File: config.mk
export PLATFORM = sky130hd
export DESIGN_NAME = climate_actuator_demand_controller_top
export DESIGN_NICKNAME = d
export VERILOG_FILES = /design/src/hw/rtl/cadc_pkg.sv /design/src/hw/rtl/cadc_cfg.sv /design/src/hw/rtl/cadc_mul.sv /design/src/hw/rtl/climate_actuator_demand_controller_top.sv
export SDC_FILE = /design/constraint.sdc
export NUM_CORES = 1
export LEC_CHECK = 0
export BUFFER_PORTS_ARGS = -buffer_cell sky130_fd_sc_hd__buf_2
export CAP_MARGIN = 20
export CORE_AREA = 2 2 235 330
export CTS_BUF_LIST = sky130_fd_sc_hd__clkbuf_8
export DETAILED_ROUTE_END_ITERATION = 10
export DIE_AREA = 0 0 237 332
export HOLD_SLACK_MARGIN = 0.1
export PLACE_DENSITY = 0.73
export SYNTH_ARGS = -nofsm -noshare
export SYNTH_HDL_FRONTEND = slang
export SYNTH_HIERARCHICAL = 1
export SYNTH_SLANG_ARGS = --single-unit
File: constraint.sdc
create_clock -name clk -period 7.9 [get_ports clk]
set_input_delay 0.395 -clock clk [delete_from_list [all_inputs] [get_ports clk]]
set_output_delay 0.395 -clock clk [all_outputs]
set_load 0.05 [all_outputs]
File: src/hw/rtl/cadc_pkg.sv
`default_nettype none

package cadc_pkg;

    // Shared multiplier operand width, wide enough for the 22-bit gain-scale product.
    localparam int MUL_W = 24;

    // Configuration port layout.
    localparam int CFG_IDX_W  = 3;
    localparam int CFG_DATA_W = 15;

    // Register field widths.
    localparam int REG_GAIN_W   = 12;
    localparam int GAIN_W       = 10;
    localparam int SCALE_W      = 12;
    localparam int THRESH_W     = 15;
    localparam int GS_W         = GAIN_W + SCALE_W;

    // Gain clamp limits, Q4.8 (0.5 and 2.5).
    localparam logic [REG_GAIN_W-1:0] GAIN_LO = 12'd128;
    localparam logic [REG_GAIN_W-1:0] GAIN_HI = 12'd640;

    // Division by five as a multiply by floor(2^22 / 5) plus one correction step.
    localparam int             DIV5_SHIFT = 22;
    localparam logic [19:0]    DIV5_RECIP = 20'd838860;

    // Register indexes on the configuration port.
    typedef enum logic [CFG_IDX_W-1:0] {
        CFG_LAMP_GAIN  = 3'd0,
        CFG_MIST_GAIN  = 3'd1,
        CFG_LAMP_SCALE = 3'd2,
        CFG_MIST_SCALE = 3'd3,
        CFG_CO2_ON     = 3'd4,
        CFG_CO2_OFF    = 3'd5
    } cadc_cfg_idx_t;

    // Sequencer states, one multiplier pass in each state from ST_DIV to ST_MP.
    typedef enum logic [2:0] {
        ST_IDLE,
        ST_DIV,
        ST_LGS,
        ST_LP,
        ST_NOTC,
        ST_MGS,
        ST_MP,
        ST_DONE
    } cadc_state_t;

    // Configuration as seen by the datapath, gains already clamped.
    typedef struct packed {
        logic [GAIN_W-1:0]   lamp_gain;
        logic [GAIN_W-1:0]   mist_gain;
        logic [SCALE_W-1:0]  lamp_scale;
        logic [SCALE_W-1:0]  mist_scale;
        logic [THRESH_W-1:0] co2_on;
        logic [THRESH_W-1:0] co2_off;
    } cadc_cfg_t;

endpackage

`default_nettype wire

File: src/hw/rtl/cadc_cfg.sv
`default_nettype none

module cadc_cfg
    import cadc_pkg::*;
(
    input  wire logic                  clk,
    input  wire logic                  rst_n,
    input  wire logic                  cfg_valid,
    output logic                       cfg_ready,
    input  wire logic [CFG_IDX_W-1:0]  cfg_index,
    input  wire logic [CFG_DATA_W-1:0] cfg_data,
    output cadc_cfg_t                  cfg
);

    logic [REG_GAIN_W-1:0] lamp_gain_reg;
    logic [REG_GAIN_W-1:0] mist_gain_reg;
    logic [SCALE_W-1:0]    lamp_scale_reg;
    logic [SCALE_W-1:0]    mist_scale_reg;
    logic [THRESH_W-1:0]   co2_on_reg;
    logic [THRESH_W-1:0]   co2_off_reg;

    // The register file takes a write in every cycle.
    assign cfg_ready = 1'b1;

    // Register writes; unknown indexes are dropped.
    always_ff @(posedge clk or negedge rst_n)
    begin
        if (!rst_n)
        begin
            lamp_gain_reg  <= 12'd256;
            mist_gain_reg  <= 12'd256;
            lamp_scale_reg <= 12'd256;
            mist_scale_reg <= 12'd256;
            co2_on_reg     <= 15'd50;
            co2_off_reg    <= 15'd20;
        end
        else if (cfg_valid)
        begin
            unique case (cadc_cfg_idx_t'(cfg_index))
                CFG_LAMP_GAIN:  lamp_gain_reg  <= cfg_data[REG_GAIN_W-1:0];
                CFG_MIST_GAIN:  mist_gain_reg  <= cfg_data[REG_GAIN_W-1:0];
                CFG_LAMP_SCALE: lamp_scale_reg <= cfg_data[SCALE_W-1:0];
                CFG_MIST_SCALE: mist_scale_reg <= cfg_data[SCALE_W-1:0];
                CFG_CO2_ON:     co2_on_reg     <= cfg_data[THRESH_W-1:0];
                CFG_CO2_OFF:    co2_off_reg    <= cfg_data[THRESH_W-1:0];
                default:        ;
            endcase
        end
    end

    // Clamp a Q4.8 gain to 0.5..2.5.
    function automatic logic [GAIN_W-1:0] clamp_gain(input logic [REG_GAIN_W-1:0] g);
        logic [REG_GAIN_W-1:0] c;
        begin
            if (g < GAIN_LO)
                c = GAIN_LO;
            else if (g > GAIN_HI)
                c = GAIN_HI;
            else
                c = g;
            return c[GAIN_W-1:0];
        end
    endfunction

    always_comb
    begin
        cfg.lamp_gain  = clamp_gain(lamp_gain_reg);
        cfg.mist_gain  = clamp_gain(mist_gain_reg);
        cfg.lamp_scale = lamp_scale_reg;
        cfg.mist_scale = mist_scale_reg;
        cfg.co2_on     = co2_on_reg;
        cfg.co2_off    = co2_off_reg;
    end

endmodule

`default_nettype wire

File: src/hw/rtl/cadc_mul.sv
`default_nettype none

module cadc_mul
    import cadc_pkg::*;
(
    input  wire logic               clk,
    input  wire logic               en,
    input  wire logic [MUL_W-1:0]   op_a,
    input  wire logic [MUL_W-1:0]   op_b,
    output logic [2*MUL_W-1:0]      prod
);

    logic [2*MUL_W-1:0] prod_reg;

    // One registered multiply per enabled cycle; the product holds otherwise.
    always_ff @(posedge clk)
    begin
        if (en)
            prod_reg <= op_a * op_b;
    end

    assign prod = prod_reg;

endmodule

`default_nettype wire

File: src/hw/rtl/climate_actuator_demand_controller_top.sv
`default_nettype none

// Channel  Handshake             Payload
// -------  --------------------  -----------------------------------------------------
// in       in_valid / in_ready   temp_error, temp_ok, humid_error, humid_ok,
//                                co2_error, co2_ok
// out      out_valid / out_ready lamp_demand, mist_demand, exhaust_demand, co2_exhaust_on
// cfg      cfg_valid / cfg_ready cfg_index, cfg_data
//
// An item goes through six passes through the one shared multiplier (ST_DIV to ST_MP)
// and a final assembly step (ST_DONE) before its result enters the output register; the
// block does not accept the next item until the sequencer is back in ST_IDLE.
// Reset clears the sequencer, the output valid flag and the CO2 latch and restores the
// register defaults. A result that is not taken holds the output register; the next
// item may still be accepted, and the sequencer waits in its last step until the
// output register is free.
module climate_actuator_demand_controller_top
    import cadc_pkg::*;
#(
    parameter int DEMAND_FRAC_BITS = 10
)
(
    input  wire logic                  clk,
    input  wire logic                  rst_n,

    input  wire logic                  in_valid,
    output logic                       in_ready,
    input  wire logic signed [15:0]    temp_error,
    input  wire logic                  temp_ok,
    input  wire logic signed [15:0]    humid_error,
    input  wire logic                  humid_ok,
    input  wire logic signed [15:0]    co2_error,
    input  wire logic                  co2_ok,

    output logic                       out_valid,
    input  wire logic                  out_ready,
    output logic [10:0]                lamp_demand,
    output logic [10:0]                mist_demand,
    output logic [10:0]                exhaust_demand,
    output logic                       co2_exhaust_on,

    input  wire logic                  cfg_valid,
    output logic                       cfg_ready,
    input  wire logic [CFG_IDX_W-1:0]  cfg_index,
    input  wire logic [CFG_DATA_W-1:0] cfg_data
);

    localparam int F  = DEMAND_FRAC_BITS;
    localparam int DW = F + 1;
    localparam int XW = F + 3;
    localparam int OW = 11;
    localparam logic [DW-1:0] FULL = DW'(1) << F;
    localparam logic [OW+DW-1:0] FULL_WIDE = (OW+DW)'(FULL);
    localparam logic [OW-1:0] FULL_OUT = FULL_WIDE[OW-1:0];

    cadc_cfg_t          cfg;
    cadc_state_t        state_reg;
    cadc_state_t        state_next;

    logic               mul_en;
    logic [MUL_W-1:0]   mul_a;
    logic [MUL_W-1:0]   mul_b;
    logic [2*MUL_W-1:0] prod;

    // Per-item working registers.
    logic [DW-1:0]      cold_reg;
    logic [DW-1:0]      hot_reg;
    logic [XW-1:0]      x_reg;
    logic               hsat_reg;
    logic               hpos_reg;
    logic               hneg_reg;
    logic               ok_reg;
    logic [DW-1:0]      memb_reg;
    logic [DW-1:0]      lamp_reg;
    logic [DW-1:0]      hmix_reg;
    logic               co2_latch_reg;
    logic               co2_latch_next;

    // Output register.
    logic               out_valid_reg;
    logic               out_valid_next;
    logic [OW-1:0]      lamp_out_reg;
    logic [OW-1:0]      mist_out_reg;
    logic [OW-1:0]      exh_out_reg;
    logic               co2_out_reg;

    logic               accept;
    logic               out_load;

    cadc_cfg u_cfg (
        .clk       (clk),
        .rst_n     (rst_n),
        .cfg_valid (cfg_valid),
        .cfg_ready (cfg_ready),
        .cfg_index (cfg_index),
        .cfg_data  (cfg_data),
        .cfg       (cfg)
    );

    cadc_mul u_mul (
        .clk  (clk),
        .en   (mul_en),
        .op_a (mul_a),
        .op_b (mul_b),
        .prod (prod)
    );

    assign in_ready = (state_reg == ST_IDLE);
    assign accept   = in_valid && in_ready;

    // Temperature ramp: magnitude, saturation at 4 degC, and scaling to Q0.F.
    logic [16:0]   te_u;
    logic [16:0]   tmag;
    logic          tsat;
    logic [F+9:0]  tsh;
    logic [DW-1:0] tramp;
    logic          tpos;

    always_comb
    begin
        te_u  = {temp_error[15], temp_error};
        tmag  = te_u[16] ? (~te_u + 17'd1) : te_u;
        tsat  = (tmag >= 17'd1024);
        tsh   = {tmag[9:0], {F{1'b0}}};
        tramp = tsat ? FULL : {1'b0, tsh[F+9:10]};
        tpos  = !temp_error[15] && (temp_error != 16'sd0);
    end

    // Humidity ramp: the dividend before the division by five, and saturation at 20 %RH.
    logic [16:0]   he_u;
    logic [16:0]   hmag;
    logic          hsat;
    logic [F+12:0] hsh;

    always_comb
    begin
        he_u = {humid_error[15], humid_error};
        hmag = he_u[16] ? (~he_u + 17'd1) : he_u;
        hsat = (hmag >= 17'd5120);
        hsh  = {hmag[12:0], {F{1'b0}}};
    end

    // CO2 hysteresis latch, updated when the sample is accepted.
    logic signed [16:0] excess;
    logic signed [16:0] on_thr;
    logic signed [16:0] off_thr;

    always_comb
    begin
        excess  = -$signed({co2_error[15], co2_error});
        on_thr  = $signed({2'b00, cfg.co2_on});
        off_thr = $signed({2'b00, cfg.co2_off});
        co2_latch_next = co2_latch_reg;
        if (accept)
        begin
            if (!co2_ok)
                co2_latch_next = 1'b0;
            else if (!co2_latch_reg)
            begin
                if (excess > on_thr)
                    co2_latch_next = 1'b1;
            end
            else if (excess < off_thr)
                co2_latch_next = 1'b0;
        end
    end

    // Division by five: correct the reciprocal estimate by at most one.
    logic [DW-1:0]   q_est;
    logic [XW:0]     q_times5;
    logic [XW:0]     q_rem;
    logic [DW-1:0]   q_div;

    always_comb
    begin
        q_est    = prod[DIV5_SHIFT +: DW];
        q_times5 = {(XW+1-DW)'(0), q_est} + {(XW-1-DW)'(0), q_est, 2'b00};
        q_rem    = {1'b0, x_reg} - q_times5;
        q_div    = (q_rem >= (XW+1)'(5)) ? (q_est + DW'(1)) : q_est;
    end

    // Gain stage results, shifted by the two Q4.8 factors and saturated.
    logic [31:0]   gain_prod;
    logic [DW-1:0] gain_sat;
    logic [DW-1:0] notcold;
    logic [DW-1:0] mist_raw;
    logic [DW-1:0] hum_exh;
    logic [DW-1:0] exh_th;
    logic [DW-1:0] exh_all;
    logic [DW-1:0] lamp_fin;
    logic [DW-1:0] mist_fin;

    always_comb
    begin
        gain_prod = prod[47:16];
        gain_sat  = (gain_prod > 32'(FULL)) ? FULL : gain_prod[DW-1:0];
        notcold   = FULL - cold_reg;
        mist_raw  = hpos_reg ? hmix_reg : '0;
        hum_exh   = hneg_reg ? hmix_reg : '0;
        exh_th    = (hot_reg > hum_exh) ? hot_reg : hum_exh;
        if (!ok_reg)
            exh_th = '0;
        exh_all   = (co2_latch_reg && (FULL > exh_th)) ? FULL : exh_th;
        lamp_fin  = ok_reg ? lamp_reg : '0;
        mist_fin  = ok_reg ? gain_sat : '0;
    end

    // Sequencer: next state and multiplier operands.
    always_comb
    begin
        state_next = state_reg;
        mul_en     = 1'b0;
        mul_a      = '0;
        mul_b      = '0;
        out_load   = 1'b0;
        unique case (state_reg)
            ST_IDLE:
            begin
                if (accept)
                    state_next = ST_DIV;
            end
            ST_DIV:
            begin
                mul_en     = 1'b1;
                mul_a      = MUL_W'(x_reg);
                mul_b      = MUL_W'(DIV5_RECIP);
                state_next = ST_LGS;
            end
            ST_LGS:
            begin
                mul_en     = 1'b1;
                mul_a      = MUL_W'(cfg.lamp_gain);
                mul_b      = MUL_W'(cfg.lamp_scale);
                state_next = ST_LP;
            end
            ST_LP:
            begin
                mul_en     = 1'b1;
                mul_a      = MUL_W'(cold_reg);
                mul_b      = MUL_W'(prod[GS_W-1:0]);
                state_next = ST_NOTC;
            end
            ST_NOTC:
            begin
                mul_en     = 1'b1;
                mul_a      = MUL_W'(memb_reg);
                mul_b      = MUL_W'(notcold);
                state_next = ST_MGS;
            end
            ST_MGS:
            begin
                mul_en     = 1'b1;
                mul_a      = MUL_W'(cfg.mist_gain);
                mul_b      = MUL_W'(cfg.mist_scale);
                state_next = ST_MP;
            end
            ST_MP:
            begin
                mul_en     = 1'b1;
                mul_a      = MUL_W'(mist_raw);
                mul_b      = MUL_W'(prod[GS_W-1:0]);
                state_next = ST_DONE;
            end
            ST_DONE:
            begin
                if (!out_valid_reg || out_ready)
                begin
                    out_load   = 1'b1;
                    state_next = ST_IDLE;
                end
            end
            default:
                state_next = ST_IDLE;
        endcase
    end

    always_comb
    begin
        if (out_load)
            out_valid_next = 1'b1;
        else
            out_valid_next = out_valid_reg && !out_ready;
    end

    // Control registers.
    always_ff @(posedge clk or negedge rst_n)
    begin
        if (!rst_n)
        begin
            state_reg     <= ST_IDLE;
            out_valid_reg <= 1'b0;
            co2_latch_reg <= 1'b0;
        end
        else
        begin
            state_reg     <= state_next;
            out_valid_reg <= out_valid_next;
            co2_latch_reg <= co2_latch_next;
        end
    end

    // Working registers, loaded at the step that produces each value.
    always_ff @(posedge clk)
    begin
        if (accept)
        begin
            cold_reg <= tpos ? tramp : '0;
            hot_reg  <= temp_error[15] ? tramp : '0;
            x_reg    <= hsh[F+12:10];
            hsat_reg <= hsat;
            hpos_reg <= !humid_error[15] && (humid_error != 16'sd0);
            hneg_reg <= humid_error[15];
            ok_reg   <= temp_ok && humid_ok;
        end
        if (state_reg == ST_LGS)
            memb_reg <= hsat_reg ? FULL : q_div;
        if (state_reg == ST_NOTC)
            lamp_reg <= gain_sat;
        if (state_reg == ST_MGS)
            hmix_reg <= prod[F +: DW];
    end

    // Output register; the result is widened or cut to the 11-bit ports.
    logic [OW+DW-1:0] lamp_wide;
    logic [OW+DW-1:0] mist_wide;
    logic [OW+DW-1:0] exh_wide;

    always_comb
    begin
        lamp_wide = {{OW{1'b0}}, lamp_fin};
        mist_wide = {{OW{1'b0}}, mist_fin};
        exh_wide  = {{OW{1'b0}}, exh_all};
    end

    always_ff @(posedge clk)
    begin
        if (out_load)
        begin
            lamp_out_reg <= lamp_wide[OW-1:0];
            mist_out_reg <= mist_wide[OW-1:0];
            exh_out_reg  <= exh_wide[OW-1:0];
            co2_out_reg  <= co2_latch_reg;
        end
    end

    assign out_valid      = out_valid_reg;
    assign lamp_demand    = lamp_out_reg;
    assign mist_demand    = mist_out_reg;
    assign exhaust_demand = exh_out_reg;
    assign co2_exhaust_on = co2_out_reg;

`ifndef ASSERT_OFF
    // A newly accepted beat keeps the input side closed in the following cycle.
    a_busy_after_accept: assert property (@(posedge clk) disable iff (!rst_n)
        (in_valid && in_ready) |=> !in_ready)
        else $error("input accepted again right after an accept");

    // An invalid CO2 sample always leaves the latch released.
    a_co2_invalid_clears: assert property (@(posedge clk) disable iff (!rst_n)
        (in_valid && in_ready && !co2_ok) |=> !co2_latch_reg)
        else $error("CO2 latch held through an invalid sample");

    // A latched CO2 exhaust drives the shared exhaust to full.
    a_co2_full_exhaust: assert property (@(posedge clk) disable iff (!rst_n)
        (out_valid && co2_exhaust_on) |-> (exhaust_demand == FULL_OUT))
        else $error("exhaust not full while CO2 latch is on");
`endif

endmodule

`default_nettype wire

# Yosys cells after proc, flatten, opt, wreduce, memory -nomap -nowiden
# Cells that the tools add are included.
# totals
reg_bits	237
output_inout_bits	37
# classes
bitwise_logic	2
addsub	7
n_eq_ne	14
mux	26
reduce_logical	24
n_lt_le_gt_ge	12
n_mul	1
# op_table
operator	n
22-bit one-hot mux with 5 select lines	1
13-bit one-hot mux with 6 select lines	1
11-bit 2-to-1 mux	7
10-bit 2-to-1 mux	4
13-bit by 22-bit multiplier with 35-bit output	1
17-bit by 1-bit adder with 17-bit output (second input constant)	2
17-bit 2-to-1 mux	2
17-bit inverter	2
32-bit by 11-bit greater-than comparator with 1-bit output (second input constant)	1
16-bit nonzero test	2
12-bit by 10-bit greater-than comparator with 1-bit output (second input constant)	2
12-bit by 8-bit less-than comparator with 1-bit output (second input constant)	2
3-bit one-hot mux with 8 select lines	1
3-bit equality test (second input constant)	6
17-bit by 11-bit >= comparator with 1-bit output (second input constant)	1
17-bit by 13-bit >= comparator with 1-bit output (second input constant)	1
17-bit by 16-bit greater-than comparator with 1-bit output	1
17-bit by 16-bit less-than comparator with 1-bit output	1
16-bit negator with 17-bit output	1
11-bit by 13-bit adder with 14-bit output	1
14-bit by 3-bit >= comparator with 1-bit output (second input constant)	1
2-bit AND reduction	7
13-bit by 14-bit subtractor with 14-bit output	1
3-bit by 2-bit equality test with 1-bit output (second input constant)	4
15 further kinds	33

# Longest topological paths before layout
# logic_depth
depth_word	6
depth_mapped	33
ltp_nobuf	31

# Hierarchy
# The synthesis kept the hierarchy.
# by_module_without_submodules
mod	seq_area_each_um2	area_per_inst_um2	cells_per_inst	n_inst
cadc_mul	1441.4	20642.3	2256	1
climate_actuator_demand_controller_top	3308.2	8435.6	891	1
cadc_cfg	1963.1	3289.4	226	1

# Least setup slack after synthesis
# No wires, ideal clock.
# synth_path
path_type	flip-flop to flip-flop
start	register state_reg[1] (netlist name)
end	register u_mul.prod_reg[37] (netlist: u_mul/prod[37]) (data pin)
required_ns	7.636
t_arrival_ns	7.884
slack_ns	-0.247
n_path_buf	3
path_stages_with_launch	30
cell_sequence	dfrtp_1 clkbuf_1 nand2_1 nor2_1 a222oi_1 nand2_1 clkbuf_1 nand2_1 fa_1 inv_1 fa_1 inv_1 fa_1 inv_1 fa_1 fa_1 fa_1 inv_1 fa_1 inv_1 ha_1 clkbuf_1 a21o_1 a21o_1 a21oi_1 o21ai_0 nor2b_1 a21bo_2 a221oi_1 xnor2_1
# synth_rtl
item	line	text
to (signal assigned)	cadc_mul.sv:19	prod_reg <= op_a * op_b;
to (decl)	cadc_mul.sv:13	logic [2*MUL_W-1:0] prod_reg;

==> results.tsv <==
metric	value	unit
status	finished, final reports clean	
syn_area	32370	um2
io_pins	111	
gr-total-overflow	0	
slowest_stage	fa_1	
drtIter0Drc	1523	
final_common_cell	inv_1	
r2r-start	u_cfg/mist_gain_reg[10]$_DFFE_PN0P_	
io_buffers	109	
synth_edf_count	154	
die_y	332	um
nets	4442	
die_w	237	um
async_flop_share	35.02	%
cts.sinks	237	
multiInputGateArea	23550	um2
crit_arrival	8.13	ns
fin_setup_tns	0	ns
start_kind	register	
initial_core_util	42.69	%
grt_usage	24.25	%
ys_ff_latch	237	
grt_pass1_vias	26865	
synth_area_per_cell	9.596	um2
cts_made_buffers	40	
final_cell_area	37190	um2
place_area	35380	um2
clock_latency	0.63	ns
layout_common_cells	inv_1, fa_1, nand2_1	
period_needed	7.776	ns
post-route-period-util	98.43	%
rrSetupSlack	0.12	ns
first_pass_iters	5	
cts-htree-levels	2	
routedWlPerCell	20.17	um
dpl_worst_slack	-0.1615	ns
synth-main-ff-cell	edfxtp_1	
core	75820	um2
worstPathRequired	8.26	ns
slowest_delay	0.55	ns
yosysWarnings	6	
wl	93.70	mm
cp_max_fo	14	
slew_headroom	27.65	%
rsz0062_at_grt	true	
grt_max_degree	84	
hpwl	73.51	mm
drv_cap	0	
r2r-end	u_mul/prod[35]$_DFFE_PP_	
path_clk_slew	0.06	ns
antenna_found_initial	1	
min-delay-start	humid_error[3]	
drv_slew	0	
synth_cells	3373	
drc	0	
fin_ws	0.1243	ns
skew	0.02402	ns
place.gp.congestion	0.9728	
crit_type	register to register	
rows	120	
crit_top_cell	fa_1	
route.vias.total	25013	
register_area	6718	um2
ant_nets	0	
setup_violations	0	
layout-drive-gt1-share	16.58	%
syn_to_final_growth	14.90	%
grt_pass1_wl	147.0	mm
cts.path.max_buffers	3	
n_fill_cell	6835	
largest_reg_flops	48	
fmax	128.6	MHz
cp-end-kind	register	
yosysUniqueCellTypes	91	
min-delay-path-class	primary input to register	
hold_end	x_reg[3]$_DFFE_PP_	
yosysSeqAreaShare	20.74	%
root_buffer	clkbuf_8	
finalHoldViolCount	0	
via_per_inst	5.385	
r2r_cells	30	
cts_tree	done	
min_path_cells	2	
worst_pin_slew	1.075	ns
dieArea	78680	um2
[layer usage]
layer | global-route usage [%] | part of all wire [%] | up-vias | wire [um]
li1 | - | - | 11150 | -
met1 | 27.05 | 36 | 12598 | 33910
met2 | 42.84 | 51 | 925 | 47340
met3 | 3.283 | 5.4 | 340 | 5014
met4 | 16.54 | 7.9 | 0 | 7440
met5 | 0 | 0 | - | 0
[synth_stat cells, drive strengths merged, types with 12 or more instances]
cell,number,share of area (%)
inv,651,7.5
fa,492,30
nand2,378,4.4
and2,344,6.6
ha,236,9.1
edfxtp,154,14
clkbuf,147,1.7
a21oi,110,1.7
nor2,90,1.0
mux2,83,2.9
dfrtp,74,5.7
o21ai,74,1.2
xnor2,59,1.6
a21o,41,0.95
and3,32,0.62
xor2,31,0.84
nand3,30,0.46
nand4,29,0.56
nor3,25,0.46
nor4,23,0.46
mux2i,22,0.68
nor2b,20,0.39
a221oi,15,0.41
or2,14,0.27
or3,14,0.27
buf,13,0.32
a31oi,12,0.30
o31ai,12,0.34
[metrics by stage]
step | hold slack [ns] | util [%] | instances
detailed placement | 0.4691 | 46.66 | 4548
floorplan | 0.09941 | - | 3450
global route | 0.1197 | 49.05 | 4645
CTS | 0.1013 | 48.15 | 4632
global placement | 0.4709 | 46.65 | 4547
finish | 0.1120 | 49.05 | 4645
[repair_timing]
action,CTS,global route
gates resized for setup,23,124
pin swaps,13,89
hold buffers,12,0
setup endpoints to repair,10,17
hold endpoints to repair,87,0
cloned,0,0
setup buffers,2,10
[how the worst max path moves through the flow]
stage / cells past startpoint / from / to
2_1_floorplan: 28 / state_reg[2]$_DFFE_PN0P_ / u_mul/prod[37]$_DFFE_PP_
3_3_place_gp: 31 / u_cfg/mist_gain_reg[10]$_DFFE_PN0P_ / u_mul/prod[37]$_DFFE_PP_
3_5_place_dp: 30 / u_cfg/lamp_gain_reg[9]$_DFFE_PN0P_ / u_mul/prod[36]$_DFFE_PP_
4_1_cts: 31 / u_cfg/lamp_gain_reg[9]$_DFFE_PN0P_ / u_mul/prod[33]$_DFFE_PP_
5_1_grt: 34 / u_cfg/mist_gain_reg[2]$_DFFE_PN0P_ / u_mul/prod[37]$_DFFE_PP_
6_report: 30 / u_cfg/mist_gain_reg[10]$_DFFE_PN0P_ / u_mul/prod[35]$_DFFE_PP_
[layout make-up]
type                            count  share of cell area, %
Antenna cell                        1               0.006729
Clock buffer                       41                  1.517
Clock inverter                     29                 0.8310
Inverter                          651                  6.570
Multi-Input combinational cell   2402                  63.32
Sequential cell                   237                  18.06
Tap cell                          976                  3.284
Timing Repair Buffer              308                  6.406
[worst max-delay path: cells and delay by family (launching register included)]
family / cells / cell delay [ns]
AO/OA/AOI/OAI: 9 / 1.93
buffers and inverters: 7 / 0.74
XOR/XNOR: 1 / 0.06
AND/OR/NAND/NOR: 5 / 0.87
adder cells (fa/ha/maj): 8 / 3.46
flip-flops: 1 / 0.46
[logic make-up (layout without fill, tap and decap cells)]
logic type               count (synthesis)  after routing  synth area share (%)
AND/OR/NAND/NOR                       1035           1035                 16.60
adder cells (fa/ha/maj)                728            728                 39.55
XOR/XNOR                                90             90                 2.435
other                                    2             80               0.02320
buffers and inverters                  811           1029                 9.571
multiplexers                           105            105                 3.580
flip-flops                             237            237                 20.74
AO/OA/AOI/OAI                          365            365                 7.503
Power is left out: the tool's default activity adds up to more than one toggle a clock period on the data nets, which glitch-free logic cannot reach.
